<file path="src/sv/log2_histogram_perf_counter_defines.svh">
// Assertion macros for the log2 histogram performance counter.
// Included by the module that carries concurrent checks.
`ifndef LOG2_HISTOGRAM_PERF_COUNTER_DEFINES_SVH
`define LOG2_HISTOGRAM_PERF_COUNTER_DEFINES_SVH
`ifndef SYNTHESIS
`define LHPC_ASSERT_NOW(lbl, a, c, msg) \
    lbl: assert property (@(posedge i_clk) disable iff (!i_rst_n) (a) |-> (c)) else $error(msg);
`define LHPC_ASSERT_NXT(lbl, a, c, msg) \
    lbl: assert property (@(posedge i_clk) disable iff (!i_rst_n) (a) |=> (c)) else $error(msg);
`else
`define LHPC_ASSERT_NOW(lbl, a, c, msg)
`define LHPC_ASSERT_NXT(lbl, a, c, msg)
`endif
`endif

</file>
<file path="src/sv/lhpc_pkg.sv">
// Types and constants for the log2 histogram performance counter.
// No dependencies.
package lhpc_pkg;
    localparam logic [62:0] MAX63 = 63'h7FFF_FFFF_FFFF_FFFF;
    localparam logic [47:0] MAX48 = 48'hFFFF_FFFF_FFFF;
    localparam logic [31:0] MAX32 = 32'hFFFF_FFFF;
    localparam logic [19:0] ONE_MILLION = 20'd1000000;
    localparam int DIVW = 128;
    localparam int DSRW = 64;

    typedef struct packed {
        logic               req_type;
        logic [62:0]        now_us;
        logic signed [47:0] value;
    } t_in;

    typedef struct packed {
        logic [47:0] sample_count;
        logic [62:0] value_sum;
        logic [62:0] rate_per_sec;
        logic [46:0] average;
        logic [62:0] p99;
        logic [46:0] max_value;
    } t_out;
endpackage

</file>
<file path="src/sv/lhpc_div.sv">
// Shared restoring divider, one quotient bit per cycle.
// Depends on lhpc_pkg.
module lhpc_div import lhpc_pkg::*; (
    input  logic              i_clk,
    input  logic              i_rst_n,
    input  logic              i_start,
    input  logic [DIVW-1:0]   i_dividend,
    input  logic [DSRW-1:0]   i_divisor,
    output logic              o_done,
    output logic [DIVW-1:0]   o_quotient
);
    localparam int CW = $clog2(DIVW);

    logic [DSRW-1:0]         r_rem;
    logic [DIVW-1:0]         r_quo;
    logic [DSRW-1:0]         r_dsr;
    logic [CW-1:0]           r_cnt;
    logic                    r_busy, r_done;
    logic [DSRW:0]           t, d;
    logic                    ge;

    always_comb begin
        t  = {r_rem, r_quo[DIVW-1]};
        ge = t >= {1'b0, r_dsr};
        d  = t - {1'b0, r_dsr};
    end

    always_ff @(posedge i_clk) begin
        if (!i_rst_n) begin
            r_busy <= 1'b0;
            r_done <= 1'b0;
            r_cnt  <= '0;
        end else begin
            r_done <= 1'b0;
            if (i_start) begin
                r_busy <= 1'b1;
                r_cnt  <= '0;
            end else if (r_busy) begin
                r_cnt <= r_cnt + 1'b1;
                if (r_cnt == CW'(DIVW - 1)) begin
                    r_busy <= 1'b0;
                    r_done <= 1'b1;
                end
            end
        end
    end

    always_ff @(posedge i_clk) begin
        if (i_start) begin
            r_rem <= '0;
            r_quo <= i_dividend;
            r_dsr <= i_divisor;
        end else if (r_busy) begin
            r_rem <= ge ? d[DSRW-1:0] : t[DSRW-1:0];
            r_quo <= {r_quo[DIVW-2:0], ge};
        end
    end

    assign o_done     = r_done;
    assign o_quotient = r_quo;
endmodule

</file>
<file path="config.mk">
export PLATFORM = sky130hd
export DESIGN_NAME = lhpc_div
export DESIGN_NICKNAME = d
export VERILOG_FILES = /design/src/sv/log2_histogram_perf_counter_defines.svh /design/src/sv/lhpc_pkg.sv /design/src/sv/lhpc_div.sv
export SDC_FILE = /design/constraint.sdc
export NUM_CORES = 1
export LEC_CHECK = 0
export BUFFER_PORTS_ARGS = -buffer_cell sky130_fd_sc_hd__buf_2
export CORE_ASPECT_RATIO = 0.5
export CORE_MARGIN = 5
export CORE_UTILIZATION = 47
export DETAILED_ROUTE_END_ITERATION = 7
export HOLD_SLACK_MARGIN = 0.05
export PLACE_DENSITY = 0.73
export SYNTH_ARGS = -nofsm -noshare
export SYNTH_HDL_FRONTEND = slang
export SYNTH_SLANG_ARGS = --single-unit
</file>
<file path="constraint.sdc">
create_clock -name i_clk -period 4.15 [get_ports i_clk]
set_input_delay 0.2075 -clock i_clk [delete_from_list [all_inputs] [get_ports i_clk]]
set_output_delay 0.2075 -clock i_clk [all_outputs]
set_load 0.01 [all_outputs]
</file>
[After elaboration in Yosys (flattened, before gate mapping)]
Cells that the tools add are included.
Storage, ports and cells
  input bits: 195
  register bits after elaboration: 265
  output and inout port bits: 129
  word-level logic and storage cells: 22
Operators by class
  bitwise logic cells: 2
  equality and inequality tests: 1
  multiplexer cells: 7
  reductions and logical operators: 3
  order comparisons: 1
  add/subtract/negate cells: 2
Operators with widths (number)
  2-to-1 mux 128 bit: 2
  >= comparator 65 x 64 -> 1 bit: 1
  2-to-1 mux 64 bit: 1
  subtractor 64 bit: 1
  adder 7 x 1 -> 7 bit (second input constant): 1
  equality test 7 bit (second input constant): 1
  2-to-1 mux 1 bit: 4
  OR reduction 3 bit: 1
  inverter 1 bit: 2
  nonzero test 2 bit: 1
  OR reduction 2 bit: 1

[Logic depth before layout (Yosys ltp)]
  depth after elaboration: 4
  depth in mapped cells: 15
  gate-level depth less buffers: 14

[Worst setup path after synthesis]
Ideal clock, no wire load.
  path kind: register -> register
  start: reg r_busy
  end: reg r_quo[0], in the netlist o_quotient[0], enable pin
  setup time: 492 ps
  data required time: 3658 ps
  path buffers: 2
  data arrival time: 3719 ps
  stages on the path, launching flop included: 5
  setup slack: -60 ps
  period minus slack after synthesis: 4210 ps
  cell sequence: dfxtp_1 clkbuf_1 clkinv_1 clkbuf_1 nand2_1
Between the ends
  cells in the longest elaborated chain, start to end: 1
Ends and longest elaborated chain
  from (decl): RTL line lhpc_div.sv:18  | logic r_busy, r_done;
  from (signal assigned): RTL line lhpc_div.sv:30  | r_busy <= 1'b0;
  from (signal assigned): RTL line lhpc_div.sv:36  | r_busy <= 1'b1;
  from (signal assigned): RTL line lhpc_div.sv:41  | r_busy <= 1'b0;
  nonzero test 2 bit (no source line)
  to (signal assigned): RTL line lhpc_div.sv:51  | r_quo <= i_dividend;
  to (signal assigned): RTL line lhpc_div.sv:55  | r_quo <= {r_quo[DIVW-2:0], ge};
  to (decl): RTL line lhpc_div.sv:15  | logic [DIVW-1:0] r_quo;
No other way between the ends.
A chain may end at the register's enable or synchronous reset.

[Worst setup path after layout]
  start: reg r_quo[127], in the netlist o_quotient[127]
  end: reg r_rem[62]
Between the ends
  cells in the longest elaborated chain, start to end: 2
  elaborated cells between the ends (all ways): 3
  those cells by class: add/sub (1); order compare (1); mux (1)
Ends and longest elaborated chain
  subtractor 64 bit / >= comparator 65 x 64 -> 1 bit (equally long branches): RTL line lhpc_div.sv:25, lhpc_div.sv:24
  2-to-1 mux 64 bit (*): RTL line lhpc_div.sv:54  | r_rem <= ge ? d[DSRW-1:0] : t[DSRW-1:0];
  to (signal assigned): RTL line lhpc_div.sv:54
  to (decl): RTL line lhpc_div.sv:14  | logic [DSRW-1:0] r_rem;
Every way passes the cells marked *; elsewhere a longest branch is shown, timed or not.

==> metrics.md <==
| Metric | Value |
|---|---|
| Status | `finished clean` |
| Largest net degree at the start of global routing | `168` |
| Tot GR Track Use | `about 24%` |
| RePlAce Congestion | `0.8883` |
| Clock skew | `roughly 0.02 ns` |
| Ys flop type | `edfxtp_1` |
| Minimum clock period | `roughly 4 ns` |
| Post-CTS Setup Inserts | `0` |
| FP Rows | `45` |
| Antenna violations before repair | `3` |
| Area leader, netlist | `edfxtp_1` |
| Bufs and invs on worst path | `1` |
| Critical Path, Cell by Cell | `inv_1 > ha_1 > fa_1 > nor2b_1 > o2111ai_1 > a2111oi_4 > o211ai_1 > a31oi_2 > o21ai_1 > a2111oi_4 > o21ai_1 > nor2_1 > mux2_2 > a211oi_1` |
| Maximum fanout along the worst path | `4` |
| Period utilization | `94.07%` |
| Clk_lat worst skew | `0.55 ns` |
| CTS max path bufs | `3` |
| Post-synth cell types | `68` |
| Worst EP arrival | `4.38 ns` |
| Overall power | `7.677 mW` |
| Root Buffer | `clkbuf_16` |
| TritonCTS Buffers | `25` |
| Core ar. | `30460 sq um` |
| Total grt overflow | `0` |
| Slew Limit Fails | `0` |
| Required time worst endpoint | `4.63 ns` |
| Synthesized area | `approximately 15000 sq um` |
| Final Non-Filler Cells | `2312` |
| Worst-Margin Slew | `between 1 and 1.5 ns` |
| Final hold violations | `0` |
| Dpl hpwl | `28350 um` |
| Design area | `19530 sq um` |
| Sequential cell area fraction in the yosys report | `slightly below 50%` |
| Routed vias/inst | `between 5 and 6` |
| Mean post-synth cell area | `~11 sq um` |
| Area delta synth->final | `33.78%` |
| Dpl cell area | `roughly 17000 sq um` |
| Peak supply drop | `0.3262 mV` |
| Initial DRC count | `1032` |
| Vias in the first global route | `12750` |
| Slowest stage delay, CP | `0.49 ns` |
| DR vias | `12600` |
| Layout cells sized above 1 | `29.11%` |
| Static Leak | `8.295 nW` |
| H-Tree Depth | `1` |
| Post-synth top area share | `39.49%` |
| Cell family with most CP delay | `compound AO/OA/AOI/OAI gates` |
| Fillers | `between 2000 and 2500` |
| Synth Register Bits | `265` |
| DRT Pass-1 Iters | `5` |
| Input/output buffers | `between 300 and 400` |
| Worst hold path class | `primary input to flop` |
| Final Setup Violations | `0` |
| Worst Slack Setup Final | `0.2459 ns` |
| Setup TNS | `0 ns` |
| CTS tree | `done` |
| FMAX | `256.1 MHz` |
| I/O pin cnt | `around 320` |
| Top area cells in the synthesized netlist | `edfxtp_1 39%, mux2_2 10%, dfxtp_1 10%, ha_1 5.6%, nand2_1 4.1%` |
| Max-slew headroom | `15.09%` |
| Ys async rst share | `0%` |
| Initial core utilization | `47.94%` |
| RSZ-0062 raised after global routing | `false` |
| # nets final | `2130` |
| DIE WIDTH | `259.3 um` |
| Pre-CTS setup slack | `0.1098 ns` |
| Setup crit end kind | `flop` |
| Drt wl/cell | `18.96 um` |
| DRT Wirelength | `43830 um` |
| Syn nets | `approximately 1600` |
| Inst Count DP | `2070` |
| # DRC | `0` |
| Gate Count Post-Synth | `1364` |
| Die area | `34910 sq um` |
| Clock transition at the registers of the reported paths | `~0.070 ns` |
| Critical path class | `flop to flop` |
| Max Cap Viol | `0` |
| EDFF count, synth | `192` |
| Yosys warning count | `0` |
| Die H | `134.6 um` |
| ANT nets after route | `0` |
| Num Clock Sinks | `265` |
| Pwr dens | `393.0 nW/um^2` |
| CP max stage cell | `a2111oi_4` |
| Crit start category | `flop` |
| First-pass GRT wire length | `just under 70000 um` |
repair_timing:
action | in CTS | in global routing
hold buffers | 194 | 0
resized for setup | 0 | 4
hold endpoints to repair | 225 | 0
endpoints found under the setup margin | 0 | 17
Yosys cell counts, types with 6 or more instances:
cell type / number
xnor2_1: 35
nor2_1: 97
nand4_1: 24
and3_1: 7
nor3_1: 6
a21o_1: 44
a31oi_1: 10
buf_2: 9
dfxtp_1: 73
o21ai_0: 41
o21ai_1: 8
nand2_1: 160
a21oi_1: 83
inv_1: 82
ha_1: 65
and2_1: 9
xor2_1: 25
mux2i_1: 6
nand3_1: 19
clkbuf_1: 57
edfxtp_1: 192
nor2b_1: 7
or2_2: 6
nand2b_1: 6
mux2_2: 130
a211oi_1: 11
o211ai_1: 14
a311oi_1: 45
o21bai_1: 13
worst paths after layout:
path              cells after the start             from  slack, ns   endpoint
setup reg to reg                     14  o_quotient[127]       0.25  r_rem[62]
hold reg to reg                       2        r_rem[22]       0.49  r_rem[22]
setup / recovery                     14  o_quotient[127]       0.25  r_rem[62]
hold / removal                        2    i_divisor[15]       0.36  r_dsr[15]
metrics by stage:
| stage | utilization [%] | hold slack [ns] |
|---|---|---|
| after CTS | 63.96 | 0.3307 |
| after floorplan | - | 0.3064 |
| after global routing | 64.13 | 0.3530 |
| final | 64.13 | 0.3590 |
| after detailed placement | 54.89 | 0.3858 |
| after global placement | 54.89 | 0.3837 |
logic make-up (layout without fill, tap and decap cells):
| kind of cell | count (synthesis) | in the layout | synth area share (%) |
|---|---|---|---|
| DFF | 265 | 265 | 49.49 |
| muxes | 136 | 136 | 10.44 |
| AOI/OAI and AO/OA | 321 | 321 | 15.44 |
| xor gates and xnor gates | 60 | 60 | 3.599 |
| other | 0 | 3 | 0 |
| and+or+nand+nor | 358 | 359 | 10.90 |
| buffers and inverters | 158 | 679 | 4.422 |
| adders and majority gates | 66 | 66 | 5.707 |
worst register-to-register path, delay by kind of cell (launching register included):
family	cells	cell delay [ns]
compound gates	8	2.13
fa+ha+maj	2	0.63
flops	1	0.37
mux	1	0.34
simple gates	2	0.32
buf+inv	1	0.05
placed cells by master, fill, tap and decap left out, drive strengths merged, types with 7 or more instances in the layout:
| cell type | instances |
|---|---|
| buf | 357 |
| dlygate4sd3 | 194 |
| edfxtp | 192 |
| nand2 | 161 |
| mux2 | 130 |
| nor2 | 99 |
| inv | 84 |
| a21oi | 83 |
| dfxtp | 73 |
| ha | 65 |
| o21ai | 50 |
| a311oi | 45 |
| a21o | 44 |
| xnor2 | 35 |
| clkbuf | 30 |
| xor2 | 25 |
| nand4 | 24 |
| nand3 | 19 |
| o211ai | 15 |
| o21bai | 13 |
| a211oi | 12 |
| a31oi | 10 |
| and2 | 9 |
| clkinv | 9 |
| and3 | 7 |
| nor2b | 7 |
| or2 | 7 |
per-layer routing:
layer	vias to the layer above	GRT usage, %	part of all wire, %
met4	0	6.303	2.3
met5	-	0	0
met1	6015	30.84	42
met2	464	42.02	49
met3	73	4.933	6.8
li1	6048	-	-
state kept, by name (all words and copies together), names as in the netlist:
| name | cells |
|---|---|
| o_done | 1 |
| r_dsr | 64 |
| r_rem | 64 |
| r_cnt | 7 |
| o_quotient | 128 |
| r_busy | 1 |
layout make-up:
type	count	area, sq um	area share, %
diodes	3	7.507	0.03843
repair buffers	551	3849	19.70
clock buffers	30	654.4	3.350
inverters	84	315.3	1.614
multi-input cells	942	6779	34.70
well taps	423	529.3	2.709
clock inverters	14	168.9	0.8647
flip-flops and latches	265	7231	37.02
where the power goes:
group	internal, mW	switching [mW]	leakage [nW]	total [mW]
Clock	1.32	1.08	0.398	2.40
Sequential	3.14	0.160	2.52	3.30
Combinational	0.876	1.11	5.38	1.98
(Power assumes the default switching activity.)
